==> src/rtl/core/touch_gesture_kinetic_scroller_defines.svh <==
// Assertion macros used by the scroller top level.
`ifndef TOUCH_GESTURE_KINETIC_SCROLLER_DEFINES_SVH
`define TOUCH_GESTURE_KINETIC_SCROLLER_DEFINES_SVH

// Same-cycle implication, checked outside reset.
`define TGKS_ASSERT_NOW(label, ante, cons, msg) \
  label: assert property (@(posedge clk) disable iff (rst) (ante) |-> (cons)) else $error(msg);

// Next-cycle implication, checked outside reset.
`define TGKS_ASSERT_NEXT(label, ante, cons, msg) \
  label: assert property (@(posedge clk) disable iff (rst) (ante) |=> (cons)) else $error(msg);

`endif

==> src/rtl/core/tgks_pkg.sv <==
// Types, codes and helper functions of the touch gesture kinetic scroller.
package tgks_pkg;

  localparam int unsigned LONG_TAP_MS    = 150;
  localparam int unsigned TAP_CONFIRM_MS = 100;
  localparam int unsigned STEP_LIMIT     = 24;
  localparam int unsigned SUM_W          = 18;

  localparam logic signed [15:0] VLIMIT_DEFAULT = 16'sd7680;
  localparam logic signed [15:0] STEP_MAX       = 16'(STEP_LIMIT);
  localparam logic signed [15:0] STEP_MIN       = -STEP_MAX;

  // Gesture codes
  localparam logic [2:0] G_NONE   = 3'd0;
  localparam logic [2:0] G_SINGLE = 3'd1;
  localparam logic [2:0] G_DOUBLE = 3'd2;
  localparam logic [2:0] G_LONG   = 3'd3;
  localparam logic [2:0] G_UP     = 3'd4;
  localparam logic [2:0] G_DOWN   = 3'd5;
  localparam logic [2:0] G_LEFT   = 3'd6;
  localparam logic [2:0] G_RIGHT  = 3'd7;

  // Coast modes
  localparam logic [1:0] MODE_IDLE  = 2'd0;
  localparam logic [1:0] MODE_HORIZ = 2'd1;
  localparam logic [1:0] MODE_VERT  = 2'd2;

  // Configuration register indexes
  localparam logic [2:0] REG_MIN_X   = 3'd0;
  localparam logic [2:0] REG_MIN_Y   = 3'd1;
  localparam logic [2:0] REG_MAX_X   = 3'd2;
  localparam logic [2:0] REG_MAX_Y   = 3'd3;
  localparam logic [2:0] REG_DRAG_H  = 3'd4;
  localparam logic [2:0] REG_DRAG_V  = 3'd5;
  localparam logic [2:0] REG_VLIMIT  = 3'd6;

  typedef struct packed {
    logic signed [15:0] min_x;
    logic signed [15:0] min_y;
    logic signed [15:0] max_x;
    logic signed [15:0] max_y;
    logic               drag_h;
    logic               drag_v;
    logic signed [15:0] vlimit;
  } cfg_t;

  typedef struct packed {
    logic signed [15:0] px;
    logic signed [15:0] py;
    logic [2:0]         touches;
    logic [31:0]        now;
  } poll_t;

  typedef struct packed {
    logic [2:0]         gesture;
    logic signed [15:0] base_x;
    logic signed [15:0] base_y;
    logic [1:0]         mode;
    logic               pen_down;
  } result_t;

  typedef struct packed {
    logic               pen_down;
    logic [31:0]        down_stamp;
    logic [31:0]        up_stamp;
    logic [31:0]        gap;
    logic [7:0]         tap_count;
    logic               ignore;
    logic signed [15:0] last_x;
    logic signed [15:0] last_y;
    logic               last_valid;
    logic [2:0]         sticky;
    logic signed [15:0] vel_x;
    logic signed [15:0] vel_y;
    logic signed [15:0] base_x;
    logic signed [15:0] base_y;
    logic [1:0]         mode;
  } state_t;

  function automatic logic [16:0] abs17(input logic signed [15:0] v);
    logic signed [16:0] w;
    w = 17'(v);
    return (v < 0) ? 17'(-w) : 17'(w);
  endfunction

  // min against hi first, then lo wins; inverted bounds give lo
  function automatic logic signed [15:0] clamp16(input logic signed [SUM_W-1:0] v,
                                                 input logic signed [15:0] lo,
                                                 input logic signed [15:0] hi);
    logic signed [SUM_W-1:0] t;
    logic signed [SUM_W-1:0] lo_w;
    logic signed [SUM_W-1:0] hi_w;
    lo_w = SUM_W'(lo);
    hi_w = SUM_W'(hi);
    t = (v < hi_w) ? v : hi_w;
    return (t > lo_w) ? t[15:0] : lo;
  endfunction

endpackage

==> src/rtl/core/tgks_coast.sv <==
// One decay-and-move step of the coasting scroll base on one axis.
module tgks_coast
  import tgks_pkg::*;
(
  input  logic signed [15:0] vel,
  input  logic signed [15:0] base,
  input  logic signed [15:0] lo,
  input  logic signed [15:0] hi,
  output logic signed [15:0] vel_next,
  output logic signed [15:0] base_next,
  output logic               active
);

  logic [16:0]        mag;
  logic signed [16:0] chg;
  logic signed [16:0] vel_w;
  logic signed [16:0] vel_dec;
  logic signed [15:0] step;

  always_comb begin
    mag = abs17(vel);
    chg = $signed(mag >> 6);
    if (chg == '0) begin
      chg = 17'sd1;
    end
    vel_w = 17'(vel);
    vel_dec = (vel < 0) ? (vel_w + chg) : (vel_w - chg);
    vel_next = vel_dec[15:0];

    if (vel_next > STEP_MAX) begin
      step = STEP_MAX;
    end else if (vel_next < STEP_MIN) begin
      step = STEP_MIN;
    end else begin
      step = vel_next;
    end

    base_next = clamp16(SUM_W'(base) + SUM_W'(step), lo, hi);
    active = !((vel_next == '0) || (base_next <= lo) || (base_next >= hi));
  end

endmodule

==> src/rtl/core/tgks_step.sv <==
// Next-state and result logic for one touch poll.
module tgks_step
  import tgks_pkg::*;
(
  input  state_t  cur,
  input  poll_t   poll,
  input  cfg_t    cfg,
  output state_t  nxt,
  output result_t res
);

  logic               penup;
  logic [2:0]         gest;
  logic [31:0]        held_ms;
  logic [31:0]        up_ms;
  logic signed [15:0] dx;
  logic signed [15:0] dy;
  logic [16:0]        ax;
  logic [16:0]        ay;
  logic signed [15:0] vlim;
  logic               sel_v;
  logic signed [15:0] c_vel;
  logic signed [15:0] c_base;
  logic signed [15:0] c_lo;
  logic signed [15:0] c_hi;
  logic signed [15:0] c_vel_next;
  logic signed [15:0] c_base_next;
  logic               c_active;

  // only one axis coasts at a time
  assign sel_v  = (cur.mode == MODE_VERT);
  assign c_vel  = sel_v ? cur.vel_y  : cur.vel_x;
  assign c_base = sel_v ? cur.base_y : cur.base_x;
  assign c_lo   = sel_v ? cfg.min_y  : cfg.min_x;
  assign c_hi   = sel_v ? cfg.max_y  : cfg.max_x;

  tgks_coast u_coast (
    .vel       (c_vel),
    .base      (c_base),
    .lo        (c_lo),
    .hi        (c_hi),
    .vel_next  (c_vel_next),
    .base_next (c_base_next),
    .active    (c_active)
  );

  always_comb begin
    nxt = cur;
    gest = G_NONE;
    penup = (poll.touches == '0);

    // pen tracking
    if (!penup && !cur.pen_down) begin
      nxt.pen_down   = 1'b1;
      nxt.down_stamp = poll.now;
      nxt.gap        = cur.up_stamp;
      nxt.up_stamp   = '0;
    end else if (penup && cur.pen_down) begin
      nxt.pen_down = 1'b0;
      nxt.up_stamp = poll.now;
    end

    // tap timing, wrap-safe differences
    held_ms = poll.now - nxt.down_stamp;
    up_ms   = poll.now - nxt.up_stamp;
    if (nxt.pen_down) begin
      if (held_ms > 32'(LONG_TAP_MS)) begin
        gest = G_LONG;
        nxt.ignore = 1'b1;
      end else if (nxt.gap != '0) begin
        nxt.gap = '0;
        nxt.tap_count = cur.tap_count + 8'd1;
      end
    end else if (up_ms > 32'(TAP_CONFIRM_MS)) begin
      if (cur.tap_count == 8'd1) begin
        gest = G_SINGLE;
      end else if (cur.tap_count == 8'd2) begin
        gest = G_DOUBLE;
      end
      nxt.tap_count = '0;
    end

    // drag and coast
    dx = cur.last_x - poll.px;
    dy = cur.last_y - poll.py;
    ax = abs17(dx);
    ay = abs17(dy);
    if (!penup) begin
      if (cur.last_valid) begin
        if (ay > ax) begin
          nxt.sticky = (dy > 0) ? G_UP : G_DOWN;
          nxt.vel_y  = dy;
          nxt.mode   = MODE_VERT;
          if (cfg.drag_v) begin
            nxt.base_y = clamp16(SUM_W'(cur.base_y) + SUM_W'(dy), cfg.min_y, cfg.max_y);
            gest = nxt.sticky;
          end
        end else if (ay < ax) begin
          nxt.sticky = (dx > 0) ? G_LEFT : G_RIGHT;
          nxt.vel_x  = dx;
          nxt.mode   = MODE_HORIZ;
          if (cfg.drag_h) begin
            nxt.base_x = clamp16(SUM_W'(cur.base_x) + SUM_W'(dx), cfg.min_x, cfg.max_x);
            gest = nxt.sticky;
          end
        end
      end
      nxt.last_x = poll.px;
      nxt.last_y = poll.py;
      nxt.last_valid = 1'b1;
    end else begin
      nxt.last_valid = 1'b0;
      if (cur.mode == MODE_HORIZ || cur.mode == MODE_VERT) begin
        gest = cur.sticky;
        if (sel_v) begin
          nxt.vel_y  = c_vel_next;
          nxt.base_y = c_base_next;
        end else begin
          nxt.vel_x  = c_vel_next;
          nxt.base_x = c_base_next;
        end
        if (c_active) begin
          nxt.tap_count = '0;
        end else begin
          nxt.mode = MODE_IDLE;
        end
      end
    end

    // first gesture after a long tap is swallowed on release
    if (penup && nxt.ignore && gest != G_NONE) begin
      nxt.ignore = 1'b0;
      gest = G_NONE;
    end

    vlim = (cfg.vlimit == '0) ? VLIMIT_DEFAULT : cfg.vlimit;
    if (nxt.base_y >= vlim) begin
      nxt.base_y = vlim;
    end

    res.gesture  = gest;
    res.base_x   = nxt.base_x;
    res.base_y   = nxt.base_y;
    res.mode     = nxt.mode;
    res.pen_down = nxt.pen_down;
  end

endmodule

==> src/rtl/core/touch_gesture_kinetic_scroller.sv <==
// Top level of the touch gesture kinetic scroller: registers, handshake and state.
// A word accepted into the input register passes through the result register to the output.
// Throughput: one poll per cycle while the output is not stalled; the step logic between
// the input register and the result register is combinational.
// Reset (rst, synchronous): clears scroll state and both valid flags; vertical limit 7680.
module touch_gesture_kinetic_scroller
  import tgks_pkg::*;
(
  input  logic               clk,
  input  logic               rst,
  input  logic               in_valid,
  output logic               in_stall,
  input  logic signed [15:0] point_x,
  input  logic signed [15:0] point_y,
  input  logic [2:0]         touches_present,
  input  logic [31:0]        now_ms,
  output logic               out_valid,
  input  logic               out_stall,
  output logic [2:0]         gesture,
  output logic signed [15:0] scroll_base_x,
  output logic signed [15:0] scroll_base_y,
  output logic [1:0]         scroll_mode,
  output logic               pen_is_down,
  input  logic               cfg_write,
  input  logic [2:0]         cfg_index,
  input  logic [15:0]        cfg_data
);

`include "touch_gesture_kinetic_scroller_defines.svh"

  cfg_t    cfg;
  state_t  state;
  state_t  state_next;
  poll_t   s1_poll;
  logic    s1_valid;
  result_t step_res;
  result_t o_res;
  logic    o_valid;
  logic    o_ready;
  logic    s1_ready;
  logic    s1_fire;

  assign o_ready  = !o_valid || !out_stall;
  assign s1_ready = !s1_valid || o_ready;
  assign s1_fire  = s1_valid && o_ready;
  assign in_stall = !s1_ready;

  // config registers
  always_ff @(posedge clk) begin
    if (rst) begin
      cfg.min_x  <= '0;
      cfg.min_y  <= '0;
      cfg.max_x  <= '0;
      cfg.max_y  <= '0;
      cfg.drag_h <= 1'b0;
      cfg.drag_v <= 1'b0;
      cfg.vlimit <= VLIMIT_DEFAULT;
    end else if (cfg_write) begin
      unique case (cfg_index)
        REG_MIN_X:  cfg.min_x  <= cfg_data;
        REG_MIN_Y:  cfg.min_y  <= cfg_data;
        REG_MAX_X:  cfg.max_x  <= cfg_data;
        REG_MAX_Y:  cfg.max_y  <= cfg_data;
        REG_DRAG_H: cfg.drag_h <= cfg_data[0];
        REG_DRAG_V: cfg.drag_v <= cfg_data[0];
        REG_VLIMIT: cfg.vlimit <= cfg_data;
        default: ;
      endcase
    end
  end

  // input stage
  always_ff @(posedge clk) begin
    if (rst) begin
      s1_valid <= 1'b0;
    end else if (s1_ready) begin
      s1_valid <= in_valid;
    end
  end

  always_ff @(posedge clk) begin
    if (in_valid && s1_ready) begin
      s1_poll.px      <= point_x;
      s1_poll.py      <= point_y;
      s1_poll.touches <= touches_present;
      s1_poll.now     <= now_ms;
    end
  end

  tgks_step u_step (
    .cur  (state),
    .poll (s1_poll),
    .cfg  (cfg),
    .nxt  (state_next),
    .res  (step_res)
  );

  always_ff @(posedge clk) begin
    if (rst) begin
      state <= '0;
    end else if (s1_fire) begin
      state <= state_next;
    end
  end

  // result word register
  always_ff @(posedge clk) begin
    if (rst) begin
      o_valid <= 1'b0;
    end else if (o_ready) begin
      o_valid <= s1_valid;
    end
  end

  always_ff @(posedge clk) begin
    if (s1_fire) begin
      o_res <= step_res;
    end
  end

  assign out_valid     = o_valid;
  assign gesture       = o_res.gesture;
  assign scroll_base_x = o_res.base_x;
  assign scroll_base_y = o_res.base_y;
  assign scroll_mode   = o_res.mode;
  assign pen_is_down   = o_res.pen_down;

  `TGKS_ASSERT_NEXT(a_pen_tracks_touch, s1_fire, state.pen_down == $past(s1_poll.touches != '0), "pen flag does not follow touch count")
  `TGKS_ASSERT_NEXT(a_long_sets_ignore, s1_fire && step_res.gesture == G_LONG, state.ignore, "long tap did not arm ignore")
  `TGKS_ASSERT_NEXT(a_step_delivers, s1_fire, out_valid, "processed word not presented")
  `TGKS_ASSERT_NOW(a_stall_needs_busy, in_stall, s1_valid && o_valid, "input stalled with free stage")

endmodule

==> config.mk <==
export PLATFORM = sky130hd
export DESIGN_NAME = touch_gesture_kinetic_scroller
export DESIGN_NICKNAME = d
export VERILOG_FILES = /design/src/rtl/core/tgks_pkg.sv /design/src/rtl/core/tgks_coast.sv /design/src/rtl/core/tgks_step.sv /design/src/rtl/core/touch_gesture_kinetic_scroller.sv
export VERILOG_INCLUDE_DIRS = /design/src /design/src/rtl/core
export SDC_FILE = /design/constraint.sdc
export NUM_CORES = 2
export LEC_CHECK = 0
export BUFFER_PORTS_ARGS = -buffer_cell sky130_fd_sc_hd__buf_2
export CORE_UTILIZATION = 45
export DETAILED_ROUTE_END_ITERATION = 10
export GPL_ROUTABILITY_DRIVEN = 0
export PLACE_DENSITY_LB_ADDON = 0.05
export SYNTH_ARGS = -nofsm -noshare
export SYNTH_HDL_FRONTEND = slang
export SYNTH_HIERARCHICAL = 1
export SYNTH_SLANG_ARGS = --single-unit
export TNS_END_PERCENT = 100
==> constraint.sdc <==
create_clock -name clk -period 31.2 [get_ports clk]
set_clock_uncertainty 0.15 [all_clocks]
set_input_delay 6.24 -clock clk [delete_from_list [all_inputs] [get_ports clk]]
set_output_delay 6.24 -clock clk [all_outputs]
set_load 0.02 [all_outputs]
## Word level (Yosys, flattened, before mapping)

Index checks and enable logic that the tools add are counted.

- Output and inout bits: 40
- Flip-flop bits (word level): 397
- Input port bits: 91

- Equal/unequal tests: 14
- $lt $le $gt $ge: 20
- Muxes and demuxes: 70
- Add/subtract/negate cells: 13
- Bitwise gates (word level): 1
- Reductions and logical operators: 39

Operators with widths:

| kind | number |
|---|---|
| two-way mux 16 bit | 23 |
| two-way mux 66 bit | 3 |
| two-way mux 32 bit | 5 |
| two-way mux 40 bit | 2 |
| subtractor 32 bit | 2 |
| greater-than comparator 18 x 16 -> 1 bit | 3 |
| two-way mux 18 bit | 3 |
| adder 16 x 16 -> 17 bit | 3 |
| < comparator 17 x 16 -> 1 bit | 3 |
| two-way mux 17 bit | 3 |
| negation 16 -> 17 bit | 3 |
| < comparator 16 x 1 -> 1 bit (second input constant) | 3 |
| two-way mux 8 bit | 5 |
| two-way mux 3 bit | 11 |
| greater-or-equal comparator 16 bit | 2 |
| greater-than comparator 16 x 1 -> 1 bit (second input constant) | 2 |
| greater-than comparator 32 x 7 -> 1 bit (second input constant) | 1 |
| greater-than comparator 32 x 8 -> 1 bit (second input constant) | 1 |
| zero test 16 bit | 2 |
| nonzero test 32 bit | 1 |
| subtractor 16 bit | 2 |
| two-way mux 19 bit | 1 |
| greater-than comparator 17 bit | 1 |
| zero test 17 bit | 1 |
| other kinds (30) | 71 |

## Depth between registers and ports, before layout

- Depth in word-level cells: 24
- Gate-level depth with buffers: 76
- Gate-level depth less buffers: 71

## Cells and area by module

The synthesis kept the hierarchy.

By module, submodules not included:

| module | instances | cells each | seq. area each (µm²) | area an instance (µm²) |
|---|---|---|---|---|
| touch_gesture_kinetic_scroller | 1 | 1315 | 8998.6 | 15672.5 |
| tgks_step | 1 | 2332 | 0.0 | 15284.7 |
| tgks_coast | 1 | 511 | 0.0 | 3807.4 |

## Least setup slack after synthesis

Ideal clock, no wire load.

- Path kind: register to register
- Start: reg state[0] (netlist name)
- End: reg o_res, in the netlist scroll_base_y[13] (data pin)
- Path buffers: 5
- Clock period less this slack: 14.506 ns
- Slack: 16.694 ns
- Stages on the path, launching flop included: 67
- Arrival time: 14.105 ns
- Cells stage by stage: dfxtp_1 inv_1 ha_1 clkbuf_1 clkbuf_1 mux2_2 nor3_1 nand4_1 a31oi_1 nor2_1 o21a_1 inv_1 ha_1 a21oi_1 nor3_1 xnor2_1 ha_1 a21o_1 [... 31 more ...] a31oi_1 clkbuf_1 mux2_2 a221oi_1 inv_1 ha_1 a21o_1 a21oi_1 nor2b_1 o21ai_0 nand2b_1 a221o_1 a21oi_1 a21oi_1 a21oi_1 clkbuf_1 mux2_2 buf_4

RTL lines:

| what | RTL line | RTL |
|---|---|---|
| from (decl) | touch_gesture_kinetic_scroller.sv:32 | `state_t state;` |
| from (signal assigned) | touch_gesture_kinetic_scroller.sv:102 | `state <= state_next;` |
| to (signal assigned) | touch_gesture_kinetic_scroller.sv:117 | `o_res <= step_res;` |
| to (decl) | touch_gesture_kinetic_scroller.sv:37 | `result_t o_res;` |

==> results by group <==
Global routing
  – First-pass GRT wire length: 164700 um
  – Initial antenna violation count: 3
  – Maximum number of pins on one net before global-route repair: approximately 210
  – Vias in the first global route: 27531
  – Total GRT Usage: 0.2676
  – Total gr overflow: 0

Worst setup path
  – CP endpoint kind: flip-flop
  – Crit path largest cell delay: 760 ps
  – Most used cell, CP: a21oi_1
  – R2R depth: between 60 and 70
  – Worst Path Required: about 32000 ps
  – Worst Path Arrival: ~16000 ps
  – Worst setup path startpoint: state[1]
  – Worst path bufs/invs: 4
  – Crit-path max FO: 27
  – FF-to-FF setup slack: 15190 ps
  – CP max-delay cell: a21oi_2
  – Startpoint types: flip-flop
  – Reg-to-reg endpoint: state[15]
  – Kind of cell adding the most delay to the critical path: compound AO/OA/AOI/OAI gates
  – Reg2reg start: state[1]
  – Critical path class: flip-flop to flip-flop

Routing
  – Post-DR wirelength/cell: around 20 um
  – Initial drt markers: 1899
  – First-pass iteration count of the detailed router: 6
  – Vias: about 30000
  – Antenna viol nets, final: 0
  – DRC viols: 0
  – Via/cell ratio: roughly 5.6
  – Final WL: about 110000 um

Finish
  – Nets: 4574
  – Fillers: roughly 7500
  – Commonest non-fill, non-tap cell in the layout: nand2b_1
  – Area growth from synthesis to layout: 8.631%
  – Antenna Diode Count: 0
  – Layout cells sized above 1: 0.09821
  – Area occupied by multi-input gates: between 20000 and 25000 sq um
  – Seq. cell area: 9000 sq um
  – Commonest cells after routing, fill and taps aside: nand2b_1, mux2i_1, ha_1

Synthesis
  – Register area share after synthesis: 0.2588
  – Mapped Area: 34760 sq um
  – Unique masters post-synth: 100
  – Yosys warns: 6
  – Syn Inst Count: 4158
  – Synth Flop Type: dfxtp_1
  – Ys async rst share: 0
  – Synth Net Count: roughly 4600
  – Mean post-synth cell area: about 8.4 sq um
  – Number of synthesized flops with an enable pin: about 110
  – Post-synthesis register bit count: ~400

Pwr
  – Int Pwr: about 1.4 mW
  – Switching power: between 0.9 and 1 mW
  – Sw Share: 0.4065
  – Leak Pwr: 15.63 nW
  – Clock power frac: 0.268
  – Max rail drop VDD: just under 50 uV
  – Comb pwr share: 0.487
  – P per Cell Area: about 61 nW/um^2
  – Flop pwr share: 0.245

Placement
  – HPWL after DPL: 82050 um
  – IO buf count: 130

Timing
  – Setup tns final: 0 ps
  – Fmax: between 60 and 70 MHz
  – Final hold slack: ~320 ps
  – Final Slew Violations: 0
  – Tcrit/Tclk final: 0.5130
  – Final setup viols: 0
  – Shortest period the worst path allows: around 16000 ps
  – Fin. Hold Viols: 0
  – Worst slew pin tran: around 1100 ps
  – RSZ-0062 raised after global routing: false
  – Max-Slew Margin vs Limit: 0.2453

Floorplanning
  – # IOs: approximately 130
  – Die height: about 280 um
  – Total core area: approximately 76000 sq um
  – Row count: 101
  – DIE AREA: approximately 78000 sq um
  – Die W: between 200 and 300 um
  – Initial Util: 0.4562

Min path
  – Hold_sp: state[199]
  – Min-Delay Endpoint: state[199]
  – HP Class: flip-flop to flip-flop
  – Hold Path Depth: 2

Clock network
  – H-tree depth: 2
  – Post-CTS Setup Bufs: 0
  – CTS tree: built
  – Clock Tree Buf Depth: 3
  – Root Buffer: clkbuf_16
  – PostCTS Resize Cnt: 0
  – Hold-fix buffers, CTS: 0
  – Skew-Pair Late Insertion Delay: roughly 620 ps
  – Clk slew on worst S/H paths: ~60 ps
  – CTS buffer count: 50
  – Clock sink total: between 300 and 400

Run
  – Total of max-cap violations: 0

Run status
  – Status: complete, no violations
-- tightest hold or removal path: cells and delay by family (launching register included) --
kind	cells	cell delay [ps]
flip-flops	1	300
multiplexers	1	60
AND/OR/NAND/NOR	1	60
-- area by class of cell --
| cell class | count | share of cell area |
|---|---|---|
| Tap cell | 1030 | 0.03413 |
| Clock inverter | 29 | 0.009310 |
| Clock buffer | 65 | 0.03625 |
| Inverter | 295 | 0.02932 |
| Multi-Input combinational cell | 3222 | 0.6255 |
| Timing Repair Buffer | 177 | 0.02717 |
| Sequential cell | 397 | 0.2383 |
-- kinds of logic after synthesis --
| family | Yosys count | synth area share |
|---|---|---|
| flip-flops | 397 | 0.2588 |
| other | 2 | 0.0002160 |
| buffers and inverters | 539 | 0.06442 |
| XOR/XNOR | 138 | 0.03477 |
| multiplexers | 468 | 0.1383 |
| AND/OR/NAND/NOR | 1378 | 0.2155 |
| AO/OA/AOI/OAI | 896 | 0.1639 |
| adder cells (fa/ha/maj) | 340 | 0.1241 |
-- Yosys cell counts (all sizes together), types with 9 or more instances --
| master | count | area [sq um] |
|---|---|---|
| a31oi | 23 | 143.9 |
| nand3 | 59 | 295.3 |
| ha | 332 | 4154 |
| a21oi | 220 | 1105 |
| nor3 | 56 | 280.3 |
| o221ai | 9 | 78.83 |
| o211ai | 14 | 110.1 |
| and3 | 19 | 123.9 |
| and4 | 13 | 113.9 |
| o21a | 47 | 352.8 |
| dfxtp | 292 | 5846 |
| nand3b | 10 | 75.07 |
| xor2 | 45 | 394.1 |
| o41ai | 10 | 106.4 |
| and2 | 12 | 75.08 |
| nor2b | 40 | 250.2 |
| nand2 | 287 | 1077 |
| mux2i | 370 | 3704 |
| clkbuf | 170 | 638.1 |
| mux2 | 98 | 1104 |
| a22oi | 63 | 473.0 |
| a21o | 71 | 533.0 |
| or2 | 13 | 81.33 |
| a2111oi | 11 | 103.9 |
| or3 | 26 | 172.7 |
| nor4 | 37 | 237.7 |
| xnor2 | 93 | 814.5 |
| o31a | 10 | 87.58 |
| o21ai | 269 | 1350 |
| buf | 74 | 494.2 |
| inv | 295 | 1107 |
| a41oi | 9 | 86.34 |
| nand2b | 545 | 3410 |
| a211oi | 21 | 167.7 |
| o2111ai | 10 | 93.84 |
| o31ai | 18 | 135.1 |
| edfxtp | 105 | 3153 |
| nand4 | 49 | 321.6 |
| nor2 | 178 | 668.1 |
| o21bai | 11 | 82.58 |
| o22ai | 18 | 112.6 |
-- per-layer routing --
layer | up-vias | GRT usage | wire [um]
met5 | - | 0 | 14
met4 | 2 | 0.07678 | 3051
met3 | 133 | 0.02444 | 4602
met2 | 626 | 0.4588 | 50800
met1 | 13942 | 0.3557 | 49010
li1 | 14691 | - | -
-- registers in the layout, indices dropped and copies added, names as in the netlist, 2 cells and up --
name           cells
s1_poll           67
state            208
scroll_base_y     16
scroll_base_x     16
gesture            3
cfg               82
scroll_mode        2
-- power by group through the flow --
stage / Sequential (mW) / Clock (mW) / Combinational (mW)
floorplan: 0.568 / 0 / 0.789
global placement: 0.572 / 0 / 1.08
detailed placement: 0.572 / 0 / 1.08
CTS: 0.561 / 0.632 / 1.09
global route: 0.562 / 0.650 / 1.22
finish: 0.561 / 0.613 / 1.11
-- how the worst max path moves through the flow --
stage,slack (ps),endpoint,cells after the start
3_3_place_gp,15550,state[7],66
2_1_floorplan,16690,scroll_base_y[13],66
3_5_place_dp,15380,state[15],66
5_1_grt,14140,state[3],64
4_1_cts,15320,state[15],65
6_report,15190,state[15],64
-- metrics by stage --
stage,instance area (sq um),utilization,total power [mW],std cells,worst slack (ps)
floorplan,34760,-,1.356,4158,16690
global placement,36040,0.4730,1.654,5121,15550
detailed placement,36040,0.4730,1.651,5121,15380
CTS,37770,0.4956,2.282,5215,15320
global route,37770,0.4956,2.433,5215,14140
finish,37770,0.4956,2.287,5215,15190
Note: power is estimated with default switching activity, not from simulation.
